**config.mk**
```make
export PLATFORM = sky130hd
export DESIGN_NAME = etrb_front_flat
export DESIGN_NICKNAME = d
export VERILOG_FILES = /design/src/design/etrb_pkg.sv /design/src/design/etrb_ifs.sv /design/src/design/etrb_front.sv /design/src/flat_wrapper.sv
export SDC_FILE = /design/constraint.sdc
export NUM_CORES = 2
export LEC_CHECK = 0
export BUFFER_PORTS_ARGS = -buffer_cell sky130_fd_sc_hd__buf_2
export CAP_MARGIN = 25
export CORE_MARGIN = 2
export CORE_UTILIZATION = 40
export CTS_CLUSTER_SIZE = 16
export DETAILED_ROUTE_END_ITERATION = 7
export PLACE_DENSITY_LB_ADDON = 0.12
export SYNTH_ARGS = -nofsm -noshare
export SYNTH_HDL_FRONTEND = slang
export SYNTH_SLANG_ARGS = --single-unit
```
**constraint.sdc**
```tcl
create_clock -name clk -period 11.6 [get_ports clk]
set_input_delay 1.74 -clock clk [delete_from_list [all_inputs] [get_ports clk]]
set_output_delay 1.74 -clock clk [all_outputs]
set_load 0.01 [all_outputs]
```
**src/design/etrb_pkg.sv**
```systemverilog
package etrb_pkg;

  localparam int DEPTH_DEF     = 256;
  localparam int MAX_BURST_DEF = 64;

  localparam int CNT_W    = 7;
  localparam int TICK_W   = 32;
  localparam int PERIOD_W = 20;
  localparam int TOTAL_W  = 32;
  localparam int ID_W     = 16;
  localparam int VALUE_W  = 64;
  localparam int DUR_W    = 32;
  localparam int TIME_W   = 64;
  localparam int AVAIL_W  = 8;

  localparam int QUEUE_DEPTH = 4;
  localparam int QPTR_W      = 2;

  localparam logic [PERIOD_W-1:0] TICK_PERIOD_RST = 20'd10000;

  typedef enum logic [1:0] {
    FUNC_RECORD = 2'd0,
    FUNC_TICK   = 2'd1,
    FUNC_READ   = 2'd2
  } func_t;

  typedef enum logic [1:0] {
    KIND_SYSCALL = 2'd0,
    KIND_PROC    = 2'd1,
    KIND_MEM     = 2'd2,
    KIND_IO      = 2'd3
  } kind_t;

  typedef enum logic {
    CMD_RECORD = 1'b0,
    CMD_READ   = 1'b1
  } cmd_t;

  typedef struct packed {
    kind_t              kind;
    logic [ID_W-1:0]    pid;
    logic [ID_W-1:0]    code;
    logic [VALUE_W-1:0] value;
    logic [DUR_W-1:0]   duration;
    logic [TIME_W-1:0]  stamp;
  } sample_t;

  typedef struct packed {
    cmd_t             cmd;
    sample_t          sample;
    logic [CNT_W-1:0] limit;
  } cmd_item_t;

endpackage

```
**src/design/etrb_ifs.sv**
```systemverilog
interface etrb_in_if;
  logic        valid;
  logic        ready;
  logic [1:0]  func;
  logic [1:0]  event_kind;
  logic [15:0] pid;
  logic [15:0] code;
  logic [63:0] value;
  logic [31:0] duration;
  logic [6:0]  drain_max;

  modport source (output valid, func, event_kind, pid, code, value, duration, drain_max,
                  input ready);
  modport sink (input valid, func, event_kind, pid, code, value, duration, drain_max,
                output ready);
endinterface


interface etrb_cfg_if;
  logic        valid;
  logic        ready;
  logic [19:0] tick_period_us;

  modport source (output valid, tick_period_us, input ready);
  modport sink (input valid, tick_period_us, output ready);
endinterface

```
**src/design/etrb_front.sv**
```systemverilog
module etrb_front #(
  parameter int MAX_BURST = etrb_pkg::MAX_BURST_DEF
) (
  input  logic                 clk,
  input  logic                 rst_n,
  etrb_in_if.sink              in_ch,
  etrb_cfg_if.sink             cfg_ch,
  input  logic                 q_full,
  output logic                 push,
  output etrb_pkg::cmd_item_t  push_item
);
  import etrb_pkg::*;

  logic [PERIOD_W-1:0]        period_r;
  logic [TICK_W-1:0]          tick_r;
  logic [TICK_W-1:0]          tick_nxt;
  logic [TICK_W+PERIOD_W-1:0] prod;
  logic                       accept;
  sample_t                    smp;
  logic [CNT_W-1:0]           limit;

  assign in_ch.ready  = !q_full;
  assign cfg_ch.ready = 1'b1;
  assign accept       = in_ch.valid && in_ch.ready;
  assign prod         = tick_r * period_r;

  always_comb begin
    smp.kind     = kind_t'(in_ch.event_kind);
    smp.pid      = in_ch.pid;
    smp.code     = in_ch.code;
    smp.value    = in_ch.value;
    smp.duration = in_ch.duration;
    smp.stamp    = TIME_W'(prod);
    case (smp.kind)
      KIND_SYSCALL: smp.value = '0;
      KIND_PROC: begin
        smp.value    = '0;
        smp.duration = '0;
      end
      KIND_MEM:     smp.duration = '0;
      KIND_IO:      smp.code = '0;
      default:      smp.code = in_ch.code;
    endcase

    limit = (in_ch.drain_max > CNT_W'(MAX_BURST)) ? CNT_W'(MAX_BURST) : in_ch.drain_max;

    push             = 1'b0;
    tick_nxt         = tick_r;
    push_item.cmd    = CMD_RECORD;
    push_item.sample = smp;
    push_item.limit  = limit;
    case (func_t'(in_ch.func))
      FUNC_RECORD: push = accept;
      FUNC_TICK: begin
        if (accept) tick_nxt = tick_r + 1'b1;
      end
      FUNC_READ: begin
        push          = accept;
        push_item.cmd = CMD_READ;
      end
      default: push = 1'b0;
    endcase
  end

  always_ff @(posedge clk) begin
    if (!rst_n) begin
      period_r <= TICK_PERIOD_RST;
      tick_r   <= '0;
    end else begin
      tick_r <= tick_nxt;
      if (cfg_ch.valid && cfg_ch.ready) period_r <= cfg_ch.tick_period_us;
    end
  end

endmodule

```
**src/flat_wrapper.sv**
```systemverilog
// flat-port wrapper written by rule: the top's interface ports become plain ports
module etrb_front_flat import etrb_pkg::*;
#(
  parameter int MAX_BURST = etrb_pkg::MAX_BURST_DEF
)
  (clk, rst_n, q_full, push, push_item, in_ch_valid, in_ch_func, in_ch_event_kind, in_ch_pid, in_ch_code, in_ch_value, in_ch_duration, in_ch_drain_max, in_ch_ready, cfg_ch_valid, cfg_ch_tick_period_us, cfg_ch_ready);
  etrb_in_if in_ch_i ();
  etrb_cfg_if cfg_ch_i ();
  input  logic clk;
  input  logic rst_n;
  input  logic q_full;
  output logic push;
  output etrb_pkg::cmd_item_t push_item;
  input wire logic [$bits(in_ch_i.valid)-1:0] in_ch_valid;
  input wire logic [$bits(in_ch_i.func)-1:0] in_ch_func;
  input wire logic [$bits(in_ch_i.event_kind)-1:0] in_ch_event_kind;
  input wire logic [$bits(in_ch_i.pid)-1:0] in_ch_pid;
  input wire logic [$bits(in_ch_i.code)-1:0] in_ch_code;
  input wire logic [$bits(in_ch_i.value)-1:0] in_ch_value;
  input wire logic [$bits(in_ch_i.duration)-1:0] in_ch_duration;
  input wire logic [$bits(in_ch_i.drain_max)-1:0] in_ch_drain_max;
  output wire logic [$bits(in_ch_i.ready)-1:0] in_ch_ready;
  input wire logic [$bits(cfg_ch_i.valid)-1:0] cfg_ch_valid;
  input wire logic [$bits(cfg_ch_i.tick_period_us)-1:0] cfg_ch_tick_period_us;
  output wire logic [$bits(cfg_ch_i.ready)-1:0] cfg_ch_ready;
  assign in_ch_i.valid = in_ch_valid;
  assign in_ch_i.func = in_ch_func;
  assign in_ch_i.event_kind = in_ch_event_kind;
  assign in_ch_i.pid = in_ch_pid;
  assign in_ch_i.code = in_ch_code;
  assign in_ch_i.value = in_ch_value;
  assign in_ch_i.duration = in_ch_duration;
  assign in_ch_i.drain_max = in_ch_drain_max;
  assign in_ch_ready = in_ch_i.ready;
  assign cfg_ch_i.valid = cfg_ch_valid;
  assign cfg_ch_i.tick_period_us = cfg_ch_tick_period_us;
  assign cfg_ch_ready = cfg_ch_i.ready;
  etrb_front #(.MAX_BURST(MAX_BURST)) u_core (.clk(clk), .rst_n(rst_n), .in_ch(in_ch_i), .cfg_ch(cfg_ch_i), .q_full(q_full), .push(push), .push_item(push_item));
endmodule
```
==> reports/metrics.yaml <==
power:
  comb_power_share: 0.299
  powerDensity_nw_per_um2: 22.0
  p_int_uw: 331
  pwr-share-clk: 0.308
  leakage_uw: 0.0140
  p_sw_frac: 0.427
  peakVddDrop_mv: 0.0545
  power_frac_seq: 0.393
  p_switching_uw: 246
sta:
  finalClockSkew_ns: 0.0127
  finalCriticalPeriod_ns: 9.81
  worst_slew_pin_slew_ns: 1.12
  fin_tns_setup_ns: 0
  rsz0062_at_grt: "no"
  finalHoldViolCount: 0
  hold_ws_ns: 0.616
  drv_slew: 0
  timing.final.ws_setup_ns: 1.79
  fin_crit_sh: 0.846
  setup_viol_count_final: 0
  slew_headroom: 0.250
  clock.fmax_mhz: 102
routing:
  routed-via-count: 19542
  drt_iter0_markers: 1150
  first_pass_iters: 7
  drc_errors: 0
  ant_nets: 0
  wl_mm: 85.0
  vias_per_cell: 5.22
  wl_per_cell_um: 22.7
layout:
  nNetsFinal: 3834
  fill_cells: 5962
  synthToLayoutAreaGrowth_pct: 9.56
  drive_above_1_share: 0.134
synth:
  synth_edf_count: 0
  async_flop_share: 0
  seq_area_frac_synth: 0.0434
  synth_most_common_cell: "inv_1"
  ys_types: 59
  syn_area_per_cell_sq_um: 8.60
  syn_area_sq_um: 24000
  synth_common_cells: "inv_1, fa_1, nand2_1"
  synthCells: 2789
  synth.area.top_cells: "fa_1, and2_1, inv_1"
  synth_ff_type: "dfxtp_1"
  synth-seq-cells: 52
  yosys.area.top_type_share: 0.447
  yosysWarnings: 0
  synth_top_area_cell: "fa_1"
flow_run:
  max-cap-violations: 0
clocking:
  clk_pin_slew_ns: 0.09
  cts-root-buf: "clkbuf_16"
  cts.sink_count: 52
  clkLatencyLatePin_ns: 0.33
  cts_buffer_depth: 2
  cts_htree_levels: 2
  cts_setup_buffers: 0
  cts_resized: 0
  hold_buffers: 0
  tritoncts: "built"
  cts_buffers: 5
critical_path:
  critPathKind: "register to primary output"
  cp-end-kind: "primary output"
  path_cells: "and2_1 > fa_1 > fa_1 > inv_1 > fa_1 > inv_1 > fa_1 > inv_1 > fa_1 > inv_1 > fa_1 > inv_1 > fa_1 > inv_1 > ha_1 > a21oi_1 > inv_1 > a211oi_2 > o21ai_2 > o31a_1 > o31ai_4 > o21ai_1 > xnor2_1 > buf_2"
  required_ns: 9.86
  start_kind: "register"
  crit_fanout: 25
  r2r_cells: 8
  startpoint: "u_core.tick_r[8]"
  crit_slowest_cell: "dfxtp_1"
  worstReg2RegStart: "u_core.tick_r[5]"
  slowest_delay_ns: 1.05
  arrival_ns: 8.07
floorplanning:
  die-area_sq_um: 61900
  rows: 89
  die-height_um: 249
  num_io_pins: 369
  fp.dieW_um: 249
  core_sq_um: 59100
  initial_core_util: 0.406
grt:
  overflow: 0
  track_usage: 0.277
  grt_max_degree: 53
  antenna_found_initial: 17
  grt_pass1_wl_mm: 129
  first_global_vias: 20738
hold_path:
  whs_path_depth: 2
  hp-start: "u_core.tick_r[25]"
  hp-class: "register to register"
placement:
  io_buffers: 323
  post-place-ws_ns: 2.18
  place_hpwl_mm: 66.5
  place_congestion: 0.922
status:
  status: "finished, final reports clean"
worst max-delay path: cells and delay by family (launching register included):
kind / cells / cell delay (ns)
xor+xnor: 1 / 0.21
simple gates: 1 / 0.26
flops: 1 / 1.05
compound gates: 6 / 1.82
fa+ha+maj: 8 / 3.82
buf+inv: 8 / 0.58
state kept, by name, indices dropped and copies added, names as in the netlist:
register	count
u_core.period_r	20
u_core.tick_r	32
per-layer routing:
metal,part of all wire,track usage,vias to the layer above
li1,-,-,8510
met1,0.43,0.380,10299
met2,0.48,0.457,616
met3,0.062,0.0456,111
met4,0.026,0.0691,6
met5,0.00040,0,-
worst paths after layout:
| path | slack, ns | end |
|---|---|---|
| worst max-delay path | 1.79 | push_item[58] |
| worst min-delay path | 0.62 | u_core.tick_r[25] |
| worst max register to register | 8.01 | u_core.tick_r[31] |
| worst min register to register | 0.62 | u_core.tick_r[25] |
stage by stage:
| step | cell area, sq um | utilization | total power (uW) | cells |
|---|---|---|---|---|
| floorplan | 24000 | - | 289 | 2800 |
| global route | 26300 | 0.444 | 599 | 3743 |
| finish | 26300 | 0.444 | 578 | 3747 |
| detailed placement | 26100 | 0.441 | 397 | 3732 |
| global placement | 26000 | 0.440 | 396 | 3730 |
| CTS | 26200 | 0.444 | 578 | 3740 |
placed cells by master (no fill, tap or decap), types with 35 or more instances in the layout:
master,synthesis,final
inv_1,574,574
fa_1,536,536
nand2_1,405,405
and2_1,392,392
buf_2,3,323
ha_1,166,166
nor2b_1,75,75
a21oi_1,55,55
xnor2_1,49,49
dfxtp_1,52,37
buf_4,31,35
kinds of logic after synthesis:
group / share of synthesized area
adders and majority gates: 0.534
AOI/OAI and AO/OA: 0.0479
buffers and inverters: 0.126
DFF: 0.0434
xor gates and xnor gates: 0.0274
and+or+nand+nor: 0.211
other: 0.000313
muxes: 0.00960
power groups by stage:
stage | registers [uW] | clock network (uW) | logic, uW
2_1_floorplan | 191 | 0 | 98.3
3_3_place_gp | 233 | 0 | 162
3_5_place_dp | 233 | 0 | 165
4_1_cts | 228 | 184 | 166
5_1_grt | 227 | 191 | 181
6_report | 227 | 178 | 173
final cells by class:
cell class | count | area (sq um) | area share
tap | 773 | 967 | 0.0368
inverter | 574 | 2150 | 0.0820
clock buffer | 5 | 125 | 0.00476
timing repair buffer | 362 | 1970 | 0.0749
antenna | 5 | 12.5 | 0.000476
multi-input combinational | 1973 | 20000 | 0.760
sequential | 52 | 1060 | 0.0403
clock inverter | 3 | 25.0 | 0.000952
(Power assumes the default switching activity.)
