===== src/design/etrb_pkg.sv =====
package etrb_pkg;

  localparam int DEPTH_DEF     = 256;
  localparam int MAX_BURST_DEF = 64;

  localparam int CNT_W    = 7;
  localparam int TICK_W   = 32;
  localparam int PERIOD_W = 20;
  localparam int TOTAL_W  = 32;
  localparam int ID_W     = 16;
  localparam int VALUE_W  = 64;
  localparam int DUR_W    = 32;
  localparam int TIME_W   = 64;
  localparam int AVAIL_W  = 8;

  localparam int QUEUE_DEPTH = 4;
  localparam int QPTR_W      = 2;

  localparam logic [PERIOD_W-1:0] TICK_PERIOD_RST = 20'd10000;

  typedef enum logic [1:0] {
    FUNC_RECORD = 2'd0,
    FUNC_TICK   = 2'd1,
    FUNC_READ   = 2'd2
  } func_t;

  typedef enum logic [1:0] {
    KIND_SYSCALL = 2'd0,
    KIND_PROC    = 2'd1,
    KIND_MEM     = 2'd2,
    KIND_IO      = 2'd3
  } kind_t;

  typedef enum logic {
    CMD_RECORD = 1'b0,
    CMD_READ   = 1'b1
  } cmd_t;

  typedef struct packed {
    kind_t              kind;
    logic [ID_W-1:0]    pid;
    logic [ID_W-1:0]    code;
    logic [VALUE_W-1:0] value;
    logic [DUR_W-1:0]   duration;
    logic [TIME_W-1:0]  stamp;
  } sample_t;

  typedef struct packed {
    cmd_t             cmd;
    sample_t          sample;
    logic [CNT_W-1:0] limit;
  } cmd_item_t;

endpackage


===== src/design/etrb_queue.sv =====
module etrb_queue (
  input  logic                 clk,
  input  logic                 rst_n,
  input  logic                 push,
  input  etrb_pkg::cmd_item_t  push_item,
  input  logic                 pop,
  output logic                 full,
  output logic                 nonempty,
  output etrb_pkg::cmd_item_t  head
);
  import etrb_pkg::*;

  cmd_item_t         mem_r [QUEUE_DEPTH];
  logic [QPTR_W-1:0] wp_r;
  logic [QPTR_W-1:0] rp_r;
  logic [QPTR_W:0]   cnt_r;
  logic              do_push;
  logic              do_pop;

  assign full     = (cnt_r == (QPTR_W+1)'(QUEUE_DEPTH));
  assign nonempty = (cnt_r != '0);
  assign head     = mem_r[rp_r];
  assign do_push  = push && !full;
  assign do_pop   = pop && nonempty;

  always_ff @(posedge clk) begin
    if (do_push) mem_r[wp_r] <= push_item;
  end

  always_ff @(posedge clk) begin
    if (!rst_n) begin
      wp_r  <= '0;
      rp_r  <= '0;
      cnt_r <= '0;
    end else begin
      if (do_push) wp_r <= wp_r + 1'b1;
      if (do_pop) rp_r <= rp_r + 1'b1;
      case ({do_push, do_pop})
        2'b10:   cnt_r <= cnt_r + 1'b1;
        2'b01:   cnt_r <= cnt_r - 1'b1;
        default: cnt_r <= cnt_r;
      endcase
    end
  end

endmodule


===== config.mk =====
export PLATFORM = sky130hd
export DESIGN_NAME = etrb_queue
export DESIGN_NICKNAME = d
export VERILOG_FILES = /design/src/design/etrb_pkg.sv /design/src/design/etrb_queue.sv
export SDC_FILE = /design/constraint.sdc
export NUM_CORES = 1
export LEC_CHECK = 0
export BUFFER_PORTS_ARGS = -buffer_cell sky130_fd_sc_hd__buf_4
export CAP_MARGIN = 15
export CORE_MARGIN = 2
export CORE_UTILIZATION = 45
export CTS_BUF_LIST = sky130_fd_sc_hd__clkbuf_2
export DETAILED_ROUTE_END_ITERATION = 8
export PLACE_DENSITY = 0.74
export SLEW_MARGIN = 40
export SYNTH_ARGS = -nofsm -noshare
export SYNTH_HDL_FRONTEND = slang
export SYNTH_SLANG_ARGS = --single-unit
export TNS_END_PERCENT = 50

===== constraint.sdc =====
create_clock -name clk -period 14.8 [get_ports clk]
set_input_delay 2.22 -clock clk [delete_from_list [all_inputs] [get_ports clk]]
set_output_delay 2.22 -clock clk [all_outputs]
set_load 0.005 [all_outputs]

==> metrics, run 1 <==
status=complete, no violations; Max-Slew Margin vs Limit=42.7%; Die H=261 µm; CP Data Required Time=between 10 and 15 ns; Post-Synth Simple-Gate Area=less than 1%; Seq cells post-synth=817; drt total wl=59700 µm; I/O pin count=between 400 and 500; TritonCTS Buffers=just under 200; Post-Synth Adder-Cell Area=less than 1%; layout cell share with drive strength beyond 1=51.4%; Yosys warnings=0; Initial Util=45.4%; placed wire-length estimate=35300 µm; Tightest Pin Transition=0.860 ns; met3 usage=between 7 and 8%; P&R area growth vs syn=18.8%; routed vias=13.9k; grt peak-use layer=met2; met2 Use GR=between 20% and 30%; post-synthesis mux area share=between 10% and 20%; unique cell type count in the Yosys netlist=24; Layout Nets=approximately 1.9k; critical path type=reg -> out; Final period util=45.0%; Area contributors post-synth=edfxtp_1, mux4_2, buf_12; GRT met1 Usage=21.1%; WL per Instance=22.3 µm; first-pass GRT wire length=slightly below 90000 µm; syn nets=about 1.3k; fin worst setup slack=8.13 ns; drt first pass iters=5; setup_tns=0 ns; final instance area=between 30000 and 40000 µm²; Worst EP arrival=4.45 ns; DP Area=33600 µm²; post-synthesis sequential area ratio=81.9%; xor and xnor area share after synthesis=less than 1%; post_cts resized=0; IO buf count=409; initial antenna violation count=7; H-tree depth=4; die span in x=261 µm; critical path cell sequence=buf_6 > buf_6 > buf_6 > mux4_2 > buf_4; post-route minimum period=around 6.7 ns; power per cell area=160 nW/µm²; Root Buffer=clkbuf_2; CP endpoint kind=output port; Synth Area in Compound Gates=0.117%; Layout Skew=0.0417 ns; final setup fails=0; critical path's slowest cell=dfxtp_4; Yosys top cell area share=between 80% and 90%; Post-Syn Area=about 30000 µm²; total track usage=17.4%; most used cell, CP=buf_6; CP peak stage delay=between 0.6 and 0.7 ns; largest family of logic cells by synthesized area=multiplexers; pre-CTS setup slack=just under 9 ns; Final Power=5.68 mW; maximum capacitance violations=0; grt total ovfl=0; endpoints failing hold=0; cell count after synthesis=1107; number of global-route vias before repair=approximately 15k; drt drc=0; Routed Antenna Nets=0; DR iter-0 viols=978; Routability Congestion=0.743; most common cell after layout, fill and taps aside=edfxtp_1; Pins Over Slew Limit=0; hold_ws=0.502 ns; placed insts=approximately 2.4k; Clock Tree Buf Depth=3; largest net degree at the start of global routing=66; CP max FO=between 40 and 50; commonest cells after routing, fill and taps aside=edfxtp_1, buf_4, clkbuf_2; Core Util, Final=53.9%; Layout Cells excl Fill=2683; Reg clk slew, reported paths=0.08 ns; Hold-fix buffers, CTS=0; CP Launch Type=flip-flop; HP Class=reg -> reg; setup repair bufs after CTS=0; Clock Latency Late Sink=1.33 ns; Peak VDD IR=0.000105 V; CTS Sinks=817; Fmax=150 MHz; via-per-instance ratio=5.17; site row count=94; CTS tree=yes; Die ar.=68400 µm²; RSZ-0062 raised after global routing=no; syn_area_per_cell=26.9 µm²; core area=65700 µm²; P_leak=12.1 nW; leading area contributor after synthesis=edfxtp_1
[synth_stat cells, drive strengths merged]
cell and n:
edfxtp 808, mux4 202, buf 43, dfxtp 9, and2 7, inv 6, ha 5, nand2 5
clkbuf 4, nor2b 3, xnor2 3, mux2i 2, o21ai 2, or3 2, a21boi 1, fa 1
nor3b 1, o311ai 1, o31a 1, xor2 1
[path summary, 6_finish.rpt]
path                              start                endpoint  slack [ns]  cells after the start
setup / recovery              flip-flop                head[98]        8.13                      5
hold / removal     wp_r[1]$_SDFFE_PN0P_    wp_r[1]$_SDFFE_PN0P_        0.50                      2
setup reg to reg  cnt_r[1]$_SDFFE_PN0P_  mem_r[1][65]$_DFFE_PP_       11.18                      5
hold reg to reg    wp_r[1]$_SDFFE_PN0P_    wp_r[1]$_SDFFE_PN0P_        0.50                      2
[critical path: cells and delay by family, from the launching register on]
family                 cells  cell delay [ns]
buffers and inverters      4             1.68
DFF                        1             0.69
muxes                      1             0.61
[layout make-up]
cell class	count	area (µm²)
Antenna cell	5	12.5
Clock buffer	274	1370
Clock inverter	48	319
Fill cell	4967	30300
Inverter	6	22.5
Multi-Input combinational cell	237	4830
Sequential cell	817	24500
Tap cell	864	1080
Timing Repair Buffer	432	3340
[flip-flops by register name, summed over array words and instances (netlist names), named ones only]
name / count
mem_r: 808
cnt_r: 3
rp_r: 2
wp_r: 2
[kinds of logic (layout without fill, tap and decap cells)]
| family | Yosys count | count (layout) |
|---|---|---|
| simple gates | 18 | 18 |
| flops | 817 | 817 |
| other cells | 0 | 5 |
| compound gates | 5 | 5 |
| mux | 204 | 204 |
| xor+xnor | 4 | 4 |
| fa+ha+maj | 6 | 6 |
| buf+inv | 53 | 760 |
[where the power goes]
group          total, mW  internal (mW)  switching, mW
combinational       1.42          0.785          0.633
sequential          2.86           2.78         0.0728
clock               1.41          0.566          0.843
[routing by layer]
| metal | up-vias | part of all wire (%) |
|---|---|---|
| met3 | 118 | 9.2 |
| met1 | 7160 | 38 |
| met5 | - | 0.087 |
| met2 | 520 | 50 |
| met4 | 8 | 2.7 |
| li1 | 6061 | - |
Power figures use the tool's default switching activity.
==> run 2: changes to the inputs <==
- ABC_AREA: not set -> 1
- PLACE_DENSITY: 0.74 -> 0.76
- clock period: 14.8 -> 5.8 ns (I/O delays scaled with it)
==> metrics, run 2 <==
status=complete, no violations; number of global-route vias before repair=21.6k (+45%); maximum capacitance violations=0 (unchanged); cells on worst reg2reg path=5 (unchanged); Peak VDD IR=0.000274 V (+160%); HP Class=in -> reg; Largest register FFs=808 (unchanged); Post-synth EDFFs=808 (unchanged); DR iter-0 viols=1727 (+77%); critical path type=reg -> out; pre-CTS setup slack=2.63 ns (-6.24 ns); CP Launch Type=flip-flop; Clock Tree Buf Depth=3 (unchanged); Area contributors post-synth=edfxtp_1, nor2_1, o21ai_0; Biggest register=mem_r; die span in x=264 µm (+1.1%); CTS Sinks=817 (unchanged); Max-Slew Margin vs Limit=35.4% (-7.3 points); worst flop-to-flop path startpoint=cnt_r[1]$_SDFFE_PN0P_; Layout Skew=0.130 ns (+0.0883 ns); layout cell share with drive strength beyond 1=26.0% (-25 points); CP endpoint kind=output port; power per cell area=387 nW/µm² (+140%); Worst EP arrival=3.59 ns (-0.86 ns); hold_ws=0.227 ns (-0.275 ns); ys async rst share=0% (unchanged); area of the multi-input gates=5070 µm² (+4.9%); largest net degree at the start of global routing=213 (+220%); Die H=264 µm (+1.1%); Die ar.=69800 µm² (+2.1%); CP Data Required Time=4.93 ns (-7.65 ns); P&R area growth vs syn=25.3%; Root Buffer=clkbuf_2; drt drc=0 (unchanged); initial antenna violation count=9 (+2); Yosys warnings=0 (unchanged); fill cell count=5008 (+0.83%); Routability Congestion=0.887 (+19%); Tightest Pin Transition=0.969 ns (+0.109 ns); Hold EP=mem_r[2][24]$_DFFE_PP_; routed vias=20.3k (+46%); post-route minimum period=about 4.5 ns; Largest regs=mem_r x808, cnt_r x3; P_leak=13.7 nW (+14%); endpoints failing hold=0 (unchanged); total track usage=20.9% (+3.5 points); Hold Crit Start=push_item[24]; via-per-instance ratio=5.41 (+4.6%); hold path depth=2 (unchanged); syn nets=2234 (+69%); Pins Over Slew Limit=0 (unchanged); post-synthesis sequential area ratio=80.2% (-1.7 points); Seq cells post-synth=817 (unchanged); Fmax=224 MHz; syn_area_per_cell=15.1 µm² (-44%); FF-to-FF End=mem_r[2][126]$_DFFE_PP_; sequential cell area=24500 µm² (unchanged); Post-Syn Area=30500 µm² (+2.2%); drt total wl=74000 µm (+24%); TritonCTS Buffers=193 (unchanged); Final period util=76.9%; Yosys top cell area share=79.6% (-1.7 points); leading area contributor after synthesis=edfxtp_1; drt first pass iters=5 (unchanged); Reg2Reg Setup Slack=3.11 ns (-8.07 ns); most common cell after layout, fill and taps aside=edfxtp_1; unique cell type count in the Yosys netlist=20 (-17%); Routed Antenna Nets=0 (unchanged); first-pass GRT wire length=113000 µm (+29%); RSZ-0062 raised after global routing=no; Layout Nets=2940 (+55%); core area=67200 µm² (+2.1%); setup repair bufs after CTS=0 (unchanged); Reg clk slew, reported paths=0.16 ns (+0.08 ns); Initial Util=45.4% (about the same); fin worst setup slack=1.34 ns (-6.79 ns); placed wire-length estimate=39900 µm (+13%); H-tree depth=4 (unchanged); grt total ovfl=0 (unchanged); WL per Instance=19.7 µm (-11%); commonest cells after routing, fill and taps aside=edfxtp_1, buf_4, nor2_1; IO buf count=409 (unchanged); CP max FO=142 (+200%); ys flop type=edfxtp_1; Core Util, Final=56.8% (+2.9 points); final setup fails=0 (unchanged); Clock Latency Late Sink=1.35 ns (+0.02 ns); most common cell in the netlist=edfxtp_1; site row count=95 (+1.1%); cell count after synthesis=2022 (+83%); most instantiated cells after synthesis=edfxtp_1, nor2_1, o21ai_0; I/O pin count=410 (unchanged); CTS tree=yes
run 2: cell count changes after synthesis, sizes merged, moves of 3 or more:
cell	change
mux4	-202
nand3	+5
nand2	+10
clkbuf	+63
xnor2	-3
nor2	+414
o22ai	+202
inv	+13
and2	-7
a21oi	+5
buf	+23
o21ai	+404
nor2b	-3
run 2: how the worst max path moves through the flow:
stage / slack, ns / endpoint / depth (start not counted)
after floorplan: -0.98 / mem_r[0][0]$_DFFE_PP_ / 2
after global placement: 2.56 / head[32] / 5
after detailed placement: 2.63 / head[45] / 5
after CTS: 1.09 / head[45] / 5
after global routing: 0.86 / head[23] / 5
final: 1.34 / head[23] / 5
run 2: metal layers:
metal  track usage [%]  wire (µm)
met1              23.7      27600
met2              35.8      37800
met3              5.40       5580
met4              12.1       3030
met5                 0          0
run 2: cells by family (layout without fill, tap and decap cells):
kind of cell | Yosys count | after routing | share of synthesized area [%]
AO/OA/AOI/OAI | 613 | 613 | 10.9
adder cells (fa/ha/maj) | 6 | 6 | 0.271
buffers and inverters | 152 | 998 | 3.25
flip-flops | 817 | 817 | 80.2
other | 0 | 12 | 0
AND/OR/NAND/NOR | 434 | 434 | 5.37
run 2: stage by stage:
stage / std cells / cell area (µm²) / TNS (ns) / total power [mW]
floorplan: 2022 / 30500 / -794.14 / 9.24
global placement: 3195 / 34100 / 0 / 10.7
detailed placement: 3200 / 34200 / 0 / 10.9
CTS: 3740 / 38100 / 0 / 14.8
global route: 3752 / 38200 / 0 / 15.5
finish: 3753 / 38200 / 0 / 14.8
run 2: where the power goes:
group,switching (mW),internal (mW),leakage [nW]
clock,2.22,1.65,1.37
combinational,2.22,1.57,4.86
sequential,0.141,7.00,7.49
total,4.58,10.2,13.7
run 2: cell type report:
cell class / instances / area share [%]
flip-flops and latches: 817 / 64.1
repair buffers: 644 / 14.6
multi-input cells: 1053 / 13.3
clock buffers: 276 / 3.62
well taps: 873 / 2.86
clock inverters: 59 / 1.24
inverters: 19 / 0.252
diodes: 12 / 0.0787
run 2: timing repair:
action / 4_1_cts / 5_1_grt
endpoints found under the hold margin: 817 / 0
gates resized for setup: 0 / 0
hold buffers: 205 / 0
run 2: critical path, cell delays in order (launching register included):
cell and delay (ns):
dfxtp_4 0.53, inv_12 0.43, buf_4 0.63, o21ai_0 0.24, o22ai_1 0.22, buf_4 0.15
